## config.mk

```make
export PLATFORM = sky130hd
export DESIGN_NAME = rtlw_walker
export DESIGN_NICKNAME = d
export VERILOG_FILES = /design/src/design/rtlw_pkg.sv /design/src/design/rtlw_walker.sv
export SDC_FILE = /design/constraint.sdc
export NUM_CORES = 1
export LEC_CHECK = 0
export ABC_AREA = 1
export BUFFER_PORTS_ARGS = -buffer_cell sky130_fd_sc_hd__buf_2
export CORE_ASPECT_RATIO = 2
export CORE_MARGIN = 8
export CORE_UTILIZATION = 41
export CTS_CLUSTER_SIZE = 25
export DETAILED_ROUTE_END_ITERATION = 6
export MAX_ROUTING_LAYER = met4
export PLACE_DENSITY = 0.82
export SYNTH_ARGS = -nofsm -noshare
export SYNTH_HDL_FRONTEND = slang
export SYNTH_SLANG_ARGS = --single-unit
```

## constraint.sdc

```tcl
create_clock -name clock -period 2.7 [get_ports clock]
set_input_delay 0.27 -clock clock [delete_from_list [all_inputs] [get_ports clock]]
set_output_delay 0.27 -clock clock [all_outputs]
set_load 0.1 [all_outputs]
```

## src/design/rtlw_pkg.sv

```systemverilog
// Shared types, constants and helpers for the regression tree leaf walk block.
package rtlw_pkg;

   localparam int NODES    = 1024;
   localparam int FEATURES = 64;
   localparam int CATSETS  = 256;
   localparam int CATS     = 32;

   localparam int MASK_W   = 32;
   localparam int NODE_AW  = (NODES > 1) ? $clog2(NODES) : 1;
   localparam int FEAT_AW  = (FEATURES > 1) ? $clog2(FEATURES) : 1;
   localparam int CAT_AW   = (CATSETS > 1) ? $clog2(CATSETS) : 1;
   localparam int MOVES_W  = $clog2(NODES + 1);

   typedef enum logic [1:0] {
      CMD_LOAD_NODE = 2'd0,
      CMD_LOAD_CAT  = 2'd1,
      CMD_LOAD_FEAT = 2'd2,
      CMD_CLASSIFY  = 2'd3
   } command_type;

   typedef enum logic [1:0] {
      ST_LEAF      = 2'd0,
      ST_UNMATCHED = 2'd1,
      ST_LIMIT     = 2'd2
   } status_type;

   typedef struct packed {
      logic [7:0]  split_var;
      logic [31:0] threshold;
      logic [9:0]  left_child;
      logic [9:0]  right_child;
   } node_type;

   typedef struct packed {
      logic [MASK_W-1:0] left_mask;
      logic [MASK_W-1:0] right_mask;
   } cat_type;

   typedef struct packed {
      logic        node_we;
      logic        cat_we;
      logic        feat_we;
      logic [9:0]  index;
      node_type    node;
      cat_type     cat;
      logic [31:0] feature;
   } load_type;

   typedef struct packed {
      logic               node_re;
      logic [NODE_AW-1:0] node_addr;
      logic               feat_re;
      logic [FEAT_AW-1:0] feat_addr;
      logic               cat_re;
      logic [CAT_AW-1:0]  cat_addr;
   } rd_req_type;

   typedef struct packed {
      node_type    node;
      logic [31:0] feature;
      cat_type     cat;
   } rd_data_type;

   typedef struct packed {
      logic       idle;
      logic       valid;
      logic [9:0] node;
      status_type status;
   } walk_out_type;

   // Integer part of a Q16.16 value, truncated toward zero.
   function automatic logic signed [16:0] int_part(logic signed [31:0] q);
      logic signed [32:0] t;
      t = {q[31], q};
      if (q[31]) begin
         t = t + 33'sd65535;
      end
      return $signed(t[32:16]);
   endfunction

endpackage

```

## src/design/rtlw_walker.sv

```systemverilog
// Tree walk sequencer: one node read, then feature and set reads, then a decision.
module rtlw_walker (
   input  logic                  clock,
   input  logic                  reset,
   input  logic                  start,
   input  logic                  out_free,
   output rtlw_pkg::rd_req_type  rd_req,
   input  rtlw_pkg::rd_data_type rd_data,
   output rtlw_pkg::walk_out_type walk_out
);
   import rtlw_pkg::*;

   typedef enum logic [2:0] {
      S_IDLE,
      S_NODE_RD,
      S_FEAT,
      S_DECIDE,
      S_DONE
   } state_type;

   state_type          state_ff;
   logic [9:0]         cur_ff;
   logic [MOVES_W-1:0] moves_ff;
   status_type         res_status_ff;
   logic               feat_ok_ff;
   logic               set_ok_ff;

   logic signed [7:0]  k;
   logic [6:0]         fidx;
   logic signed [31:0] thr;
   logic signed [16:0] set_num;
   logic signed [16:0] set_idx;
   logic               feat_ok;
   logic               set_ok;
   logic signed [31:0] x;
   logic signed [16:0] cat;
   logic               cat_ok;
   logic [MASK_W-1:0]  lm;
   logic [MASK_W-1:0]  rm;
   logic               in_l;
   logic               in_r;
   logic               is_cat;
   logic [9:0]         next_node;

   always_comb begin
      k       = $signed(rd_data.node.split_var);
      is_cat  = k[7];
      fidx    = is_cat ? ~k[6:0] : 7'(k - 8'sd1);
      thr     = $signed(rd_data.node.threshold);
      set_num = int_part(thr);
      set_idx = set_num - 17'sd1;
      feat_ok = 32'(fidx) < FEATURES;
      set_ok  = (set_num >= 17'sd1) && (int'(set_num) <= CATSETS);

      x       = feat_ok_ff ? $signed(rd_data.feature) : 32'sd0;
      cat     = int_part(x);
      cat_ok  = (cat >= 17'sd0) && (int'(cat) < CATS) && (int'(cat) < MASK_W);
      lm      = set_ok_ff ? rd_data.cat.left_mask : '0;
      rm      = set_ok_ff ? rd_data.cat.right_mask : '0;
      in_l    = cat_ok && lm[cat[4:0]];
      in_r    = cat_ok && rm[cat[4:0]];
      if (is_cat) begin
         next_node = in_l ? rd_data.node.left_child : rd_data.node.right_child;
      end else begin
         next_node = (x < thr) ? rd_data.node.left_child : rd_data.node.right_child;
      end
   end

   always_comb begin
      rd_req = '0;
      case (state_ff)
         S_NODE_RD: begin
            rd_req.node_re   = 1'b1;
            rd_req.node_addr = NODE_AW'(cur_ff);
         end
         S_FEAT: begin
            rd_req.feat_re   = feat_ok;
            rd_req.feat_addr = FEAT_AW'(fidx);
            rd_req.cat_re    = set_ok && is_cat;
            rd_req.cat_addr  = CAT_AW'(set_idx);
         end
         default: begin
            rd_req = '0;
         end
      endcase
   end

   always_ff @(posedge clock) begin
      if (reset) begin
         state_ff      <= S_IDLE;
         cur_ff        <= '0;
         moves_ff      <= '0;
         res_status_ff <= ST_LEAF;
         feat_ok_ff    <= 1'b0;
         set_ok_ff     <= 1'b0;
      end else begin
         case (state_ff)
            S_IDLE: begin
               if (start) begin
                  cur_ff   <= '0;
                  moves_ff <= '0;
                  state_ff <= S_NODE_RD;
               end
            end
            S_NODE_RD: begin
               if (32'(cur_ff) >= NODES) begin
                  res_status_ff <= ST_LEAF;
                  state_ff      <= S_DONE;
               end else begin
                  state_ff <= S_FEAT;
               end
            end
            S_FEAT: begin
               if (k == 8'sd0) begin
                  res_status_ff <= ST_LEAF;
                  state_ff      <= S_DONE;
               end else begin
                  feat_ok_ff <= feat_ok;
                  set_ok_ff  <= set_ok && is_cat;
                  state_ff   <= S_DECIDE;
               end
            end
            S_DECIDE: begin
               if (is_cat && !in_l && !in_r) begin
                  res_status_ff <= ST_UNMATCHED;
                  state_ff      <= S_DONE;
               end else if (32'(moves_ff) >= NODES) begin
                  res_status_ff <= ST_LIMIT;
                  state_ff      <= S_DONE;
               end else begin
                  cur_ff   <= next_node;
                  moves_ff <= MOVES_W'(moves_ff + 1'b1);
                  state_ff <= S_NODE_RD;
               end
            end
            S_DONE: begin
               if (out_free) begin
                  state_ff <= S_IDLE;
               end
            end
            default: begin
               state_ff <= S_IDLE;
            end
         endcase
      end
   end

   assign walk_out.idle   = (state_ff == S_IDLE);
   assign walk_out.valid  = (state_ff == S_DONE);
   assign walk_out.node   = cur_ff;
   assign walk_out.status = res_status_ff;

   a_moves_bound: assert property (@(posedge clock) disable iff (reset)
      32'(moves_ff) <= NODES)
      else $error("walk move count beyond node count");

   a_start_idle: assert property (@(posedge clock) disable iff (reset)
      start |-> (state_ff == S_IDLE))
      else $error("classify started while a walk is active");

   a_done_hold: assert property (@(posedge clock) disable iff (reset)
      (state_ff == S_DONE && !out_free) |=> (state_ff == S_DONE) && $stable(cur_ff))
      else $error("finished walk result dropped before output was free");

   a_limit_moves: assert property (@(posedge clock) disable iff (reset)
      (state_ff == S_DONE && res_status_ff == ST_LIMIT) |-> (32'(moves_ff) == NODES))
      else $error("walk limit flagged before all moves were taken");

endmodule

```

# After elaboration in Yosys (flattened, before gate mapping)
# Cells that the tools add are included.
dict set report totals {
  reg_bits 28
  inputBits 160
  wordCells 82
  output_inout_bits 41
}
dict set report op_classes {
  eq_ne 10
  n_reduce_logical 18
  bitwise 2
  muxes 33
  n_lt_le_gt_ge 8
  addsub 5
}
# cell count
set op_table {}
lappend op_table {{32-bit 2-to-1 mux} 3}
lappend op_table {{32-bit by 17-bit adder with 33-bit output, second input constant} 2}
lappend op_table {{33-bit 2-to-1 mux} 2}
lappend op_table {{10-bit 2-to-1 mux} 6}
lappend op_table {{11-bit 2-to-1 mux} 4}
lappend op_table {{32-bit < comparator} 1}
lappend op_table {{11-bit case mux with 2 select lines} 1}
lappend op_table {{10-bit case mux with 2 select lines} 1}
lappend op_table {{17-bit by 1-bit >= comparator with 1-bit output, second input constant} 1}
lappend op_table {{17-bit by 2-bit >= comparator with 1-bit output, second input constant} 1}
lappend op_table {{17-bit by 10-bit less-or-equal comparator with 1-bit output, second input constant} 1}
lappend op_table {{17-bit by 7-bit < comparator with 1-bit output, second input constant} 1}
lappend op_table {{16-bit 2-to-1 mux} 1}
lappend op_table {{3-bit 2-to-1 mux} 5}
lappend op_table {{3-bit case mux with 5 select lines} 1}
lappend op_table {{11-bit by 1-bit adder with 11-bit output, second input constant} 1}
lappend op_table {{11-bit >= comparator, second input constant} 1}
lappend op_table {{1-bit binary-select mux with 5-bit select} 2}
lappend op_table {{2-bit != test, second input constant} 5}
lappend op_table {{1-bit logical AND} 8}
lappend op_table {{8-bit logical NOT} 1}
lappend op_table {{8-bit by 2-bit subtractor with 8-bit output, second input constant} 1}
lappend op_table {{7-bit < comparator, second input constant} 1}
lappend op_table {{7-bit 2-to-1 mux} 1}
lappend op_table {{other kinds (17)} 24}

# Depth between registers and ports, before layout
# Gate-level depths: netlist (run 1).
dict set report logic_depth {
  ltp_word 12
  ltp_mapped 22
  ltp_nobuf 20
}

# Worst setup path after synthesis (run 1)
# Ideal clock, no wire load.
dict set report synth_timing {
  path_kind {register -> output}
  from {register state_ff[0]}
  to {output port rd_req[16] in the netlist's numbering}
  path_slack_ns -1.790
  t_required_ns 2.430
  stages_incl_launch_ff 6
  path_buffers 1
  t_arrival_ns 4.220
  path_cell_list {dfxtp_1 > inv_1 > nor3_1 > inv_1 > clkbuf_1 > nor2_1}
}
# item line_no
set synth_lines {}
lappend synth_lines {{start: declaration} rtlw_walker.sv:21} ;# state_type state_ff;
lappend synth_lines {{start signal: assignment} rtlw_walker.sv:90} ;# state_ff <= S_IDLE;
lappend synth_lines {{start signal: assignment} rtlw_walker.sv:102} ;# state_ff <= S_NODE_RD;
lappend synth_lines {{start signal: assignment} rtlw_walker.sv:108} ;# state_ff <= S_DONE;
lappend synth_lines {{end: declaration} rtlw_walker.sv:7} ;# output rtlw_pkg::rd_req_type rd_req,

# Final worst setup path (run 1)
dict set report layout_timing {
  from {register feat_ok_ff}
  to {register moves_ff[0]}
}
dict set report layout_via {
  elab_chain_cells 12
  elab_cells_between_ends 19
}
# item line_no
set layout_lines {}
lappend layout_lines {{start: declaration} rtlw_walker.sv:25} ;# logic feat_ok_ff;
lappend layout_lines {{start signal: assignment} rtlw_walker.sv:118} ;# feat_ok_ff <= feat_ok;
lappend layout_lines {{32-bit 2-to-1 mux (*)} rtlw_walker.sv:55} ;# x = feat_ok_ff ? $signed(rd_data.feature) : 32'sd0;
lappend layout_lines {{32-bit by 17-bit adder with 33-bit output} rtlw_pkg.sv:77} ;# t = t + 33'sd65535;
lappend layout_lines {{33-bit 2-to-1 mux (*)} rtlw_pkg.sv:76} ;# if (q[31]) begin
lappend layout_lines {{17-bit by 1-bit >= comparator with 1-bit output / 17-bit by 7-bit < comparator with 1-bit output (equally long branches)} rtlw_walker.sv:57} ;# cat_ok = (cat >= 17'sd0) && (int'(cat) < CATS) && (int'(cat) < MASK_W);
lappend layout_lines {{1-bit logical AND (2 in series)} rtlw_walker.sv:57}
lappend layout_lines {{1-bit logical AND} rtlw_walker.sv:60} ;# in_l = cat_ok && lm[cat[4:0]];
lappend layout_lines {{1-bit logical NOT} rtlw_walker.sv:124} ;# if (is_cat && !in_l && !in_r) begin
lappend layout_lines {{1-bit logical AND} rtlw_walker.sv:124}
lappend layout_lines {{1-bit logical AND (*)} rtlw_walker.sv:124}
lappend layout_lines {{2-bit != test (no line) (*)} -}
lappend layout_lines {{4-bit AND reduction (no line) (*)} -}
lappend layout_lines {{end signal: assignment} rtlw_walker.sv:132} ;# moves_ff <= MOVES_W'(moves_ff + 1'b1);
lappend layout_lines {{end: declaration} rtlw_walker.sv:23} ;# logic [MOVES_W-1:0] moves_ff;
# Mark *: on every way between the ends. The rest lies on a longest branch, timed or not. The select of a mux whose other input is x is not followed.
# A chain may end at the register's enable or synchronous reset.

==> results of run 1 <==
-- metal layers --
metal | GRT usage | wire (µm) | share of wire
met2 | 0.4079 | 10420 | 0.50
met4 | 0.08112 | 871 | 0.042
met5 | - | 0 | 0
met3 | 0.04889 | 1608 | 0.077
met1 | 0.2535 | 7906 | 0.38
-- placed cells by master, fill, tap and decap left out, drive strengths merged, types with 2 or more instances in the layout --
cell and count:
a31oi 2, nand4 26, nor3b 3, a21oi 44
o22ai 2, nor4 4, a211oi 2, nand3b 2
inv 126, nor2 79, clkbuf 5, a21boi 3
ha 24, clkinv 4, dfxtp 28, o21ai 29
buf 295, or2 3, xnor2 2, xor2 15
nand2 249, nor3 25, nand3 152
-- path summary, 6_finish.rpt --
check	to	slack (ps)	depth (start not counted)
max reg2reg	moves_ff[0]$_SDFFE_PP0P_	-210	20
min	state_ff[2]$_SDFFE_PP0P_	370	4
max	moves_ff[0]$_SDFFE_PP0P_	-210	20
min reg2reg	res_status_ff[1]$_SDFFE_PP0P_	500	2
-- power by group --
part	total, mW	switching (mW)	internal [mW]	leakage, nW
combinational	1.65	1.07	0.583	3.63
sequential	0.451	0.0222	0.429	0.227
clock	0.447	0.152	0.296	0.0511
-- synthesized netlist by cell type, drive strengths merged --
| cell type | instances |
|---|---|
| o311ai | 1 |
| clkinv | 3 |
| nand3b | 2 |
| o31ai | 1 |
| nand2 | 246 |
| a41oi | 1 |
| nand4 | 26 |
| a21boi | 3 |
| buf | 19 |
| nor4 | 4 |
| a211oi | 2 |
| nor3b | 3 |
| dfxtp | 28 |
| ha | 24 |
| xor2 | 15 |
| a22oi | 1 |
| o21bai | 1 |
| o21a | 1 |
| clkbuf | 9 |
| a31oi | 2 |
| o22ai | 2 |
| nor3 | 25 |
| o211ai | 1 |
| xnor2 | 2 |
| o21ai | 29 |
| a21oi | 44 |
| o2111a | 1 |
| o41ai | 1 |
| nand3 | 152 |
| or2 | 3 |
| o2111ai | 1 |
| inv | 126 |
| a2111oi | 1 |
| nor2 | 79 |
-- worst max-delay path: cells and delay by family (launching register included) --
family                 cells  cell delay [ps]
and+or+nand+nor           14             1550
buffers and inverters      3              530
DFF                        1              420
AOI/OAI and AO/OA          3              300
-- registers in the layout (all words and copies together), names as in the netlist --
name,cells
moves_ff,11
cur_ff,10
feat_ok_ff,1
res_status_ff,2
state_ff,3
set_ok_ff,1
-- final cells by class --
| type | count | share of cell area |
|---|---|---|
| antenna | 1 | 0.0003169 |
| clock buffer | 3 | 0.009507 |
| clock inverter | 1 | 0.003803 |
| inverter | 129 | 0.06259 |
| multi-input combinational | 677 | 0.5627 |
| sequential | 28 | 0.07146 |
| tap | 142 | 0.02250 |
| timing repair buffer | 297 | 0.2665 |
| timing repair inverter | 1 | 0.0006338 |
-- what timing repair did --
| action | CTS | global route |
|---|---|---|
| gates resized for setup | 43 | 220 |
| setup buffers | 4 | 16 |
| setup endpoints to repair | 21 | 29 |
| pin swaps | 7 | 61 |
| gates cloned | 6 | 3 |
-- logic make-up after synthesis --
group,after synthesis,synth area share
compound gates,93,0.1134
buf+inv,157,0.1405
flops,28,0.1212
simple gates,540,0.5277
fa+ha+maj,24,0.06495
xor+xnor,17,0.03221
-- stage by stage --
step | setup TNS [ps] | cells | hold WS, ps | power, mW | utilization
finish | -3170 | 1279 | 370.7 | 2.547 | 0.7083
global route | -7169 | 1279 | 400.6 | 2.671 | 0.7083
CTS | -0.8906 | 1260 | 375.0 | 2.295 | 0.6111
detailed placement | -1943 | 1246 | 491.9 | 1.787 | 0.5792
global placement | -1359 | 1246 | 467.6 | 1.765 | 0.5792
floorplan | -5816 | 859 | 342.4 | 1.324 | -
==> run summary, run 1 <==
The tools report the endpoint kind of the worst setup timing path as a flop. The first global-routing pass estimated 29.86 mm of wire. At the end of routability-driven placement, the weighted congestion stood at 0.9526.

The clock insertion delay at the later pin of the skew report was 270 ps. Relative to the synthesized area, the layout overhead comes to 70.80%. The number of antenna violations at the first check in global routing was 1. In the routed layout, each cell is associated on average with a via count of 5.538.

Peak per-stage delay on the critical path: 420 ps. Tracing the worst setup path back leads to its startpoint at feat_ok_ff$_SDFFE_PP0P_. For the worst setup path, the data required time is 2860 ps. For this block, the initial DRC count from the detailed router was 467. Yosys mapped the design onto 46 distinct sky130hd cell types. The synthesis warning total is 0. The clock tree skew after final layout is 6.458 ps, and the fill cell instance count of the final layout is 851. The number of ports placed on the die boundary came out at 201.

The detailed router placed 7,083 vias in this run. Setup repair after global routing could not meet its margin everywhere. After global routing the overflow that remains totals 0. The register area was 564.3 µm²; the cell area after technology mapping was 4623 µm².

By area the synthesized netlist is led by sky130_fd_sc_hd__nand2_1, sky130_fd_sc_hd__nand3_1, sky130_fd_sc_hd__dfxtp_1, sky130_fd_sc_hd__inv_1, sky130_fd_sc_hd__ha_1. The logs give 15,140 µm² for the total die area and 0 for the max-capacitance violation count. The most repeated library cell on the critical path is sky130_fd_sc_hd__nand2_1. Start of the worst register-to-register path: feat_ok_ff$_SDFFE_PP0P_. The final count of pins violating max slew was 0; the total placed instance area was 6457 µm². The maximum ir drop on the vdd rail was 0.3472 mV.

The run gives 7896 µm² as the total non-filler cell area in the finished layout. For this design the ratio of total power to cell area is 322.6 nW/µm². The tools report the number of global-route vias before repair as 6,718.

The clock sink count was 28. Timing would allow up to 0.3439 GHz. The maximum number of pins on one net before global-route repair is 23, and the number of clock buffers inserted by TritonCTS is 3. TritonCTS built the clock tree. Before CTS, the worst setup slack after placement is -179.6 ps. The total of hold buffers inserted after clock tree synthesis is 0. The post-synthesis sequential area ratio was 0.1212; the total detailed-routing wirelength was 20.80 mm. Measured along the x axis, the die boundary spans 91.09 µm. The die extent in y works out to 166.2 µm. The logs give 0.4147 for the initial standard-cell utilization of the core and 0 for the remaining antenna violation count after routing.

The run finished, with violations left. Worst relative slew slack: 0.5755. By startpoint and endpoint, the worst setup path is classified as reg2reg.

Proportion of layout cells with a drive suffix above 1: 0.4639. The tools report the total of endpoints with negative setup slack in the final report as 25. The critical path startpoint category is a flop. Placed wire-length estimate: 14.69 mm.

The run gives 4443 µm² as the area used by multi-input combinational logic. Final hold violation count: 0. The checks that failed: setup timing. After floorplanning, the core was divided into 55 placement rows.

The post-synthesis net count was 1,043; the wire length per cell after detailed routing was 16.27 µm. The tools report the final routed DRC violation total as 0. The root buffer selected by CTS was sky130_fd_sc_hd__clkbuf_16.

The clock slew seen by the registers of the worst setup and hold paths was 70 ps. The level count of the clock H-tree was 1; the minimum setup slack in the final design was -208.1 ps. The top-area cell type share of the netlist area is 0.1916, and the arrival time of data at the critical path endpoint is 3060 ps. The highest net fanout along the worst path works out to 7. Walking the worst path, the cells encountered are clkbuf_16, o21ai_2, nand2_1, nor2_2, nand2_4, nand3_4, nor2_4, buf_6, nand2_1, nand2_1, o21ai_0, nor2_1, nand2_1, nor2_4, nand2_4, nand3_4, nand3_4, buf_12, a21oi_4, nor2_1. The core area came out at 11,150 µm². Cell at the slowest stage of the critical path: sky130_fd_sc_hd__dfxtp_4.

The ratio of final minimum period to clock period is 1.077. The all-layer global routing usage is 0.2339, and the register bit total from synthesis is 28. For the net count reported at finish, the log shows 1,321.

The synthesized design spends more area on one cell type than any other, namely sky130_fd_sc_hd__nand2_1. The number of iterations in the first detailed-routing pass came out at 5. The time the worst path needs with I/O delays and setup is 2908 ps. The worst min-delay path category is in2reg. The transition time of the tightest slew-check pin is 636.0 ps, and the instance count of the mapped netlist is 859.

In this run the static leakage power is 3.906 nW. The average cell area after synthesis works out to 5.382 µm². The buffer depth of the longest clock path was 2; the number of buffers inserted by port buffering was 200.

The tools report the start point of the worst hold path as out_free.
Power figures use the tool's default switching activity.
==> inputs of run 2 (changes only) <==
Settings changed: CELL_PAD_IN_SITES_DETAIL_PLACEMENT from default to 0, CELL_PAD_IN_SITES_GLOBAL_PLACEMENT from default to 2, CORE_UTILIZATION 41 to 21, PLACE_DENSITY 0.82 to 0.89.
==> run 2 against run 1 <==
Effect of this change:
- sequential power down 1%
- the run now ends clean
- global-route usage down 8.6 points
- hold slack worse by 35 ps
- non-clock buffer count up 31
- cell count up 13%
- clock power up 3%
- flip-flop and latch count unchanged
- register-to-register slack better by 210 ps
- maximum frequency up 7.7%
- combinational power down 7%
- critical path type unchanged
- power down 4.1%
==> run summary, run 2 (same netlist as run 1, synthesis figures left out) <==
In this run the worst path has a maximum fanout of 7. In the routed design, unresolved DRC markers number 0. Worst min-delay path category: in2reg.

Once placement completed, the tool counted placed cells totaling 1,413. The number of design-rule violations left by the first detailed-router iteration is 313, and the number of iterations in the first detailed-routing pass is 7. The number of clock buffers inserted by TritonCTS came out at 3.

The largest registers in the layout are moves_ff: 11 flops, cur_ff: 10 flops, state_ff: 3 flops. The proportion of layout cells with a drive suffix above 1 came out at 0.3845. In the layout the commonest cells are sky130_fd_sc_hd__nand2_1, sky130_fd_sc_hd__buf_2, sky130_fd_sc_hd__nand3_1.

Clock sink count: 28. The number of ports placed on the die boundary came out at 201. For the pin with the worst max-slew slack, the measured transition is 608.3 ps. The library cell used most frequently in the layout, excluding fill and tap cells, is sky130_fd_sc_hd__nand2_1. Routability-driven placement finished with a final weighted congestion of 0.9807. The run gives 0.2114 as the initial standard-cell utilization of the core. In the final design database the tool counted 1,350 nets.

The run finished with clean final reports. The register with the most flip-flops in the layout has 11 of them. Measured along the y axis, the die boundary spans 225.8 µm. In this run the power density over the cells is 320.3 nW/µm². After detailed routing, the average wire length per cell comes to 14.19 µm.

The total detailed-routing wirelength was 20.48 mm; the required time of the worst setup path was 2910 ps. The tools report the total non-filler cell area in the finished layout as 7631 µm². The worst setup path is of the reg2reg kind. The buffer depth of the longest clock path was 2; the time the worst path needs with I/O delays and setup was 2699 ps. Clock-pin slew was measured on the worst setup and hold paths at 70 ps. The logs give 17.03 mm for the placed wire-length estimate and 1 for the level count of the clock H-tree. Setup repair after global routing could not meet its margin everywhere.

The tools report the final count of pins violating max slew as 0. The first global-routing pass estimated 32.40 mm of wire. STA classifies the critical path startpoint as a flop.

The run gives 2910 ps as the arrival time of data at the critical path endpoint. Row generation in the floorplan step produced 77 rows. From left edge to right edge, the die measures 120.9 µm. The all-layer global routing usage is 0.1476. The register ranked first by flip-flop count is moves_ff. Summing over every cut layer, the via total after detailed routing is 6,659. The die covers 27,310 µm². Clock tree synthesis selected as its root buffer the cell sky130_fd_sc_hd__clkbuf_16. The final instance count without filler cells is 1,443, and the sum of negative setup slack is 0 ps.

The tools report the total grt overflow as 0. The logs give 0 for the final hold violation count and -297.6 ps for the worst-case setup slack after placement. Setup violations remaining at the end of the flow were counted as 0. IR analysis of the VDD net gives a maximum drop of 0.2634 mV. For the worst-skew pair, the clock arrives at the later sink with an insertion delay of 270 ps. The via-per-instance ratio was 4.615. Derived from the worst setup path, the maximum achievable clock frequency is 0.3705 GHz. The tools report the static power due to leakage as 3.916 nW.

The max-capacitance violation count is 0, and the area added between synthesis and finish is 65.06%. Remaining antenna violation count after routing: 0. The run gives 3.190 ps as the clock tree skew after final layout. The run gives 0.5940 as the worst relative slew slack. The logs give 2 for the number of antenna violations at the first check in global routing and 6940 µm² for the total placed instance area. The tools report the number of global-route vias before repair as 6,685. The minimum setup slack in the final design is 0.7341 ps. The tools report the endpoint kind of the worst setup timing path as a flop. TritonCTS built the clock tree.

The ratio of final minimum period to clock period was 0.9997. The maximum number of pins on one net before global-route repair was 23; the number of buffers inserted by port buffering was 200. The core area came out at 21,870 µm².
## run 2: changes by cell type in the layout (fill, tap and decap cells not counted), moves of 6 or more
cell	previous run	this run
sky130_fd_sc_hd__o21ai_2	9	2
sky130_fd_sc_hd__buf_12	14	20
sky130_fd_sc_hd__nand2_1	196	220
sky130_fd_sc_hd__buf_6	24	7
sky130_fd_sc_hd__a21oi_2	25	9
sky130_fd_sc_hd__nand2_4	16	8
sky130_fd_sc_hd__a21oi_1	17	35
sky130_fd_sc_hd__nand2_2	33	19
sky130_fd_sc_hd__buf_4	74	109
sky130_fd_sc_hd__inv_1	110	116
sky130_fd_sc_hd__nand3_2	39	5
sky130_fd_sc_hd__buf_2	181	190
sky130_fd_sc_hd__nand3_1	104	143
## run 2: cell type report
type / instances / area (µm²)
diodes: 2 / 5.005
inverters: 129 / 490.5
clock buffers: 3 / 75.07
repair buffers: 328 / 2298
multi-input cells: 676 / 3825
well taps: 276 / 345.3
clock inverters: 1 / 30.03
fillers: 2404 / 14240
flip-flops and latches: 28 / 561.8
## run 2: worst max-delay path, cell delays in order, from the launching register on
cell,delay (ps)
sky130_fd_sc_hd__dfxtp_2,340
sky130_fd_sc_hd__buf_6,130
sky130_fd_sc_hd__buf_6,130
sky130_fd_sc_hd__nand2_4,60
sky130_fd_sc_hd__inv_2,30
sky130_fd_sc_hd__buf_4,130
sky130_fd_sc_hd__ha_4,240
sky130_fd_sc_hd__nand2_1,50
sky130_fd_sc_hd__nor2_2,130
sky130_fd_sc_hd__nand4_1,140
sky130_fd_sc_hd__buf_4,170
sky130_fd_sc_hd__nor4_4,220
sky130_fd_sc_hd__nand2_2,140
sky130_fd_sc_hd__nand2_2,110
sky130_fd_sc_hd__nand2_4,80
sky130_fd_sc_hd__buf_6,140
sky130_fd_sc_hd__nand3_1,60
sky130_fd_sc_hd__nand3_1,70
sky130_fd_sc_hd__nand2_1,90
sky130_fd_sc_hd__nand2_1,60
sky130_fd_sc_hd__a21oi_1,110
## run 2: where the power goes
group	switching [mW]	total (mW)	leakage, nW	internal (mW)
clock network	0.165	0.462	0.0511	0.296
registers	0.0171	0.446	0.227	0.429
logic	0.974	1.54	3.64	0.562
## run 2: per-stage QoR
step                      utilization  power (mW)  hold WS [ps]
after floorplan                     -       1.324         342.4
after global placement         0.3174       1.866         467.8
after detailed placement       0.3174       1.880         485.3
after CTS                      0.3326       2.408         332.7
after global routing           0.3489       2.600         376.9
final                          0.3489       2.444         336.0
## run 2: worst paths after layout
path                                    to  slack [ps]                     start  cells after the start
setup / recovery    cur_ff[2]$_SDFFE_PP0P_         0.7   feat_ok_ff$_SDFFE_PP0P_                     20
hold / removal    state_ff[2]$_SDFFE_PP0P_         340                  out_free                      4
setup reg to reg    cur_ff[2]$_SDFFE_PP0P_         0.7   feat_ok_ff$_SDFFE_PP0P_                     20
hold reg to reg   moves_ff[4]$_SDFFE_PP0P_         500  moves_ff[4]$_SDFFE_PP0P_                      2
## run 2: repair_timing
action	in CTS	in global routing
gates cloned	2	3
setup endpoints to repair	24	31
pin swaps	29	24
hold buffers	0	0
resized for setup	35	61
setup buffers	9	10
## run 2: metal layers
metal	part of all wire	GRT usage	wire (µm)	vias up
met4	0.014	0.03244	283	0
met1	0.43	0.1780	8869	2979
li1	-	-	-	3434
met2	0.47	0.2446	9573	228
met3	0.086	0.03205	1752	18
met5	0	-	0	-
==> inputs of run 3 (changes only) <==
Settings changed: ABC_AREA 1 to default, CORE_UTILIZATION 21 to 23, PLACE_DENSITY 0.89 to 0.87.
==> run 3 against run 2 <==
Effect of this change:
- clock power is 17% lower
- register-to-register slack worse by 710 ps
- first-iteration DRC count is 14% lower
- synthesized cell count is 26% lower
- largest cell class unchanged
- flip-flop and latch count stayed put
- clock skew is 1.2 ps lower
- the flow now finishes with violations (setup timing)
- sequential share of layout area is 0.090 points lower
- critical path type is now in2reg
- setup slack worse by 760 ps
- hold slack worse by 20 ps
- cell count is 15% lower
- die area is 8.2% lower
==> run summary, run 3 <==
For the pin with the worst max-slew slack, the measured transition is 688.0 ps. The tools report the start of the worst register-to-register path as feat_ok_ff$_SDFFE_PP0P_. The number of buffers inserted by port buffering was 200. Die extent in y: 216.1 µm.

The tree is rooted in a sky130_fd_sc_hd__clkbuf_16. Summed over all instances, the cell type with the most area after synthesis is sky130_fd_sc_hd__dfxtp_1. The clock net in this run drives a total of 28 sinks. The final hold violation count was 0. The flip-flop count of the largest register, all copies and words added is 11, and the total detailed-routing wirelength is 21.07 mm. The tools report the endpoint kind of the worst setup timing path as a flop. The switching power of the nets is 0.7726 mW. Worst min-delay path category: in2reg.

The synthesis warning total is 0. Arithmetic-cell share of the synthesized area counting full adders, half adders and majority gates: 0.06739. The number of clock buffers inserted by TritonCTS is 3. The wire length per cell after detailed routing came out at 17.27 µm. The sequential group share of total power is 0.230. The die is 116.0 µm wide. The number of iterations in the first detailed-routing pass is 5, and the overall power consumption is 1.867 mW. Fill cells in the final layout number 2,130. The register area was 564.3 µm².

For the worst flop-to-flop path, the logic depth is 11. Global routing finished with a remaining overflow of 0. The run gives 1,203 as the number of placed instances with taps included. The register bit total from synthesis works out to 28. The largest registers in the layout are moves_ff: 11 flops, cur_ff: 10 flops, state_ff: 3 flops.

The flow ran to the end, but the final reports show violations. The proportion of layout cells with a drive suffix above 1 came out at 0.4681. Based on the critical path, the design can be clocked at up to 0.2889 GHz.

Yosys mapped the design onto 74 distinct sky130hd cell types. The fraction of power spent switching nets came out at 0.4139. TritonCTS built the clock tree.

The mux contribution to synthesized area is 0.1171. The dominant cell by count in the synthesized netlist was sky130_fd_sc_hd__nand2_1. Final instance count without filler cells: 1,220.

The global-route wire length before repair was 32.50 mm. At the end of the flow, the number of nets in the layout was 1,142. Summed over all cells, the static leakage comes to 3.579 nW. Relative to the synthesized area, the layout overhead comes to 68.53%.

The clock arrives with 1.953 ps of skew. The run gives 0.1217 as the post-synthesis sequential area ratio. In this run the critical register-to-register path is captured at moves_ff[9]$_SDFFE_PP0P_. The clock slew seen by the registers of the worst setup and hold paths came out at 70 ps. The setup check on the worst reg-to-reg path leaves a slack of -710 ps. For the worst-skew pair, the clock arrives at the later sink with an insertion delay of 270 ps.

The synthesized design contains 0 enable-type register cells. The synthesized netlist occupies a cell area of 4604 µm². Across the VDD grid, the largest voltage drop is 0.3179 mV. The worst relative slew slack is 0.5409, and the number of antenna violations at the first check in global routing is 1. The highest net fanout along the worst path came out at 5. The placed wire-length estimate was 18.05 mm.

In the routed design, unresolved DRC markers number 0. Number of design-rule violations left by the first detailed-router iteration: 268. The share of the synthesized netlist area taken by xor and xnor gates works out to 0.04565. Dividing the synthesized area by the synthesized cell count gives 7.251 µm². The post-synthesis compound-gate area fraction is 0.2296.

Synthesis handed over a netlist of 635 instances. The run gives 0 as the final count of pins violating max slew. By area the synthesized netlist is led by sky130_fd_sc_hd__dfxtp_1, sky130_fd_sc_hd__mux2i_1, sky130_fd_sc_hd__ha_1, sky130_fd_sc_hd__nand2_1, sky130_fd_sc_hd__inv_1. The maximum number of pins on one net before global-route repair was 26.

The top-area cell type share of the netlist area is 0.1217, and the total placed instance area is 7147 µm². Tracing the worst setup path back leads to its startpoint at rd_data[78]. The smallest clock period supported by the final layout is computed as 3462 ps.

The dominant register cell in the synthesized netlist was sky130_fd_sc_hd__dfxtp_1. The all-layer global routing usage is 0.1705, and the portion of total power attributed to the clock network is 0.206. Power share of the combinational group: 0.564.

The checks that failed: setup timing. The area fraction in and, or, nand and nor cells after synthesis is 0.3364. The total of endpoints with negative setup slack in the final report is 27. The arrival time of data at the critical path endpoint was 3660 ps; the ratio of final minimum period to clock period was 1.282. The library cells used most frequently in the layout, excluding fill and tap cells, are sky130_fd_sc_hd__buf_2, sky130_fd_sc_hd__buf_4, sky130_fd_sc_hd__nand2_1. The type of the worst setup path is in2reg.

For the final routed database, the setup TNS stands at -17,920 ps. At the end of routability-driven placement, the weighted congestion stood at 0.8917. After detailed routing, the number of vias per cell comes to 4.907.

In this run the standard cell core region covers 19,730 µm². Register ranked first by flip-flop count: moves_ff. The cell internal power dissipation is 1.094 mW, and the max-capacitance violation count is 0. The run gives 2 as the buffer depth of the longest clock path. The required time of the worst setup path came out at 2900 ps.

The share of synthesized registers carrying an async set or reset works out to 0. For the initial standard-cell utilization of the core, the log shows 0.2334. In this run the worst setup path terminates at moves_ff[4]$_SDFFE_PP0P_. In this run the power density over the cells is 240.5 nW/µm².

The floorplan has 73 rows. Counting instances in the post-synthesis netlist gives the leading cell types as sky130_fd_sc_hd__nand2_1, sky130_fd_sc_hd__inv_1, sky130_fd_sc_hd__nor2_1, sky130_fd_sc_hd__mux2i_1, sky130_fd_sc_hd__a21oi_1. Minimum setup slack in the final design: -761.7 ps.

The tools report the critical path startpoint category as a primary input. The area used by multi-input combinational logic was 4070 µm². After synthesis, the largest family of logic cells by area is simple AND/OR/NAND/NOR gates. The tools report the number of global-route vias before repair as 6,546.

The count of nets left with antenna violations once routing finished came out at 0. Leaving out fill and tap cells, the most frequent cell in the layout is sky130_fd_sc_hd__buf_2. 201 I/O pins were placed.

Setup repair after global routing could not meet its margin everywhere. Level count of the clock H-tree: 1. The total non-filler cell area in the finished layout is 7760 µm², and the via count is 5,986.

When the netlist entered floorplanning its net count stood at 819. The run gives 25,080 µm² as the total die area.
-- run 3: cell count changes after synthesis, sizes merged, moves of 28 or more --
cell / delta
nor2: -34
inv: -73
nand3: -125
mux2i: +42
nand2: -181
and2: +28
-- run 3: routing by layer --
metal,share of wire,GRT usage,wire length (µm),up-vias
met3,0.031,0.01783,650,62
met5,0,-,0,-
met1,0.33,0.1469,6870,2776
met4,0.060,0.09926,1257,0
li1,-,-,-,2993
met2,0.58,0.3359,12290,155
-- run 3: cell type report --
cell class,count,area share
clock buffer,4,0.01145
multi-input combinational,522,0.5245
timing repair buffer,350,0.3231
tap,262,0.04224
antenna,1,0.0003225
inverter,53,0.02564
sequential,28,0.07272
-- run 3: worst max-delay path, stage by stage --
cell and delay [ps]:
sky130_fd_sc_hd__buf_6 90, sky130_fd_sc_hd__or4_4 530, sky130_fd_sc_hd__or4_4 580, sky130_fd_sc_hd__mux2i_4 230, sky130_fd_sc_hd__buf_6 160, sky130_fd_sc_hd__buf_16 130
sky130_fd_sc_hd__mux2i_1 110, sky130_fd_sc_hd__mux2i_1 220, sky130_fd_sc_hd__a32oi_1 100, sky130_fd_sc_hd__a31oi_2 340, sky130_fd_sc_hd__a211oi_2 120, sky130_fd_sc_hd__buf_12 160
sky130_fd_sc_hd__or4_1 460, sky130_fd_sc_hd__a21oi_1 140
-- run 3: what timing repair did --
| action | in CTS | in global routing |
|---|---|---|
| setup endpoints to repair | 30 | 28 |
| resized for setup | 48 | 24 |
| setup buffers | 8 | 2 |
| pin swaps | 21 | 18 |
| hold buffers | 0 | 0 |
| gates cloned | 2 | 0 |
-- run 3: worst min path at each step --
stage	start	endpoint	slack, ps	cells past startpoint
final	reset	res_status_ff[0]$_SDFFE_PP0P_	320	2
after global routing	reset	res_status_ff[0]$_SDFFE_PP0P_	330	2
after CTS	reset	res_status_ff[0]$_SDFFE_PP0P_	320	2
after detailed placement	res_status_ff[0]$_SDFFE_PP0P_	res_status_ff[0]$_SDFFE_PP0P_	450	2
after global placement	res_status_ff[0]$_SDFFE_PP0P_	res_status_ff[0]$_SDFFE_PP0P_	460	2
after floorplan	set_ok_ff$_SDFFE_PP0P_	set_ok_ff$_SDFFE_PP0P_	460	2
-- run 3: cells by family after synthesis --
| logic type | after synthesis |
|---|---|
| AO/OA/AOI/OAI | 137 |
| XOR/XNOR | 24 |
| adder cells (fa/ha/maj) | 25 |
| buffers and inverters | 85 |
| flip-flops | 28 |
| multiplexers | 47 |
| AND/OR/NAND/NOR | 289 |
-- run 3: power by group through the flow --
stage          clock, mW  combinational (mW)  sequential (mW)
2_1_floorplan          0               0.516            0.448
3_3_place_gp           0               0.973            0.439
3_5_place_dp           0               0.977            0.439
4_1_cts            0.391                1.04            0.430
5_1_grt            0.404                1.13            0.431
6_report           0.384                1.05            0.429
-- run 3: stage by stage --
stage | setup WS [ps] | hold slack [ps] | util
floorplan | -732.1 | 455.2 | -
global route | -878.7 | 333.1 | 0.3933
finish | -761.7 | 316.0 | 0.3933
detailed placement | -1075 | 454.3 | 0.3623
CTS | -743.9 | 316.9 | 0.3869
global placement | -1018 | 457.1 | 0.3623
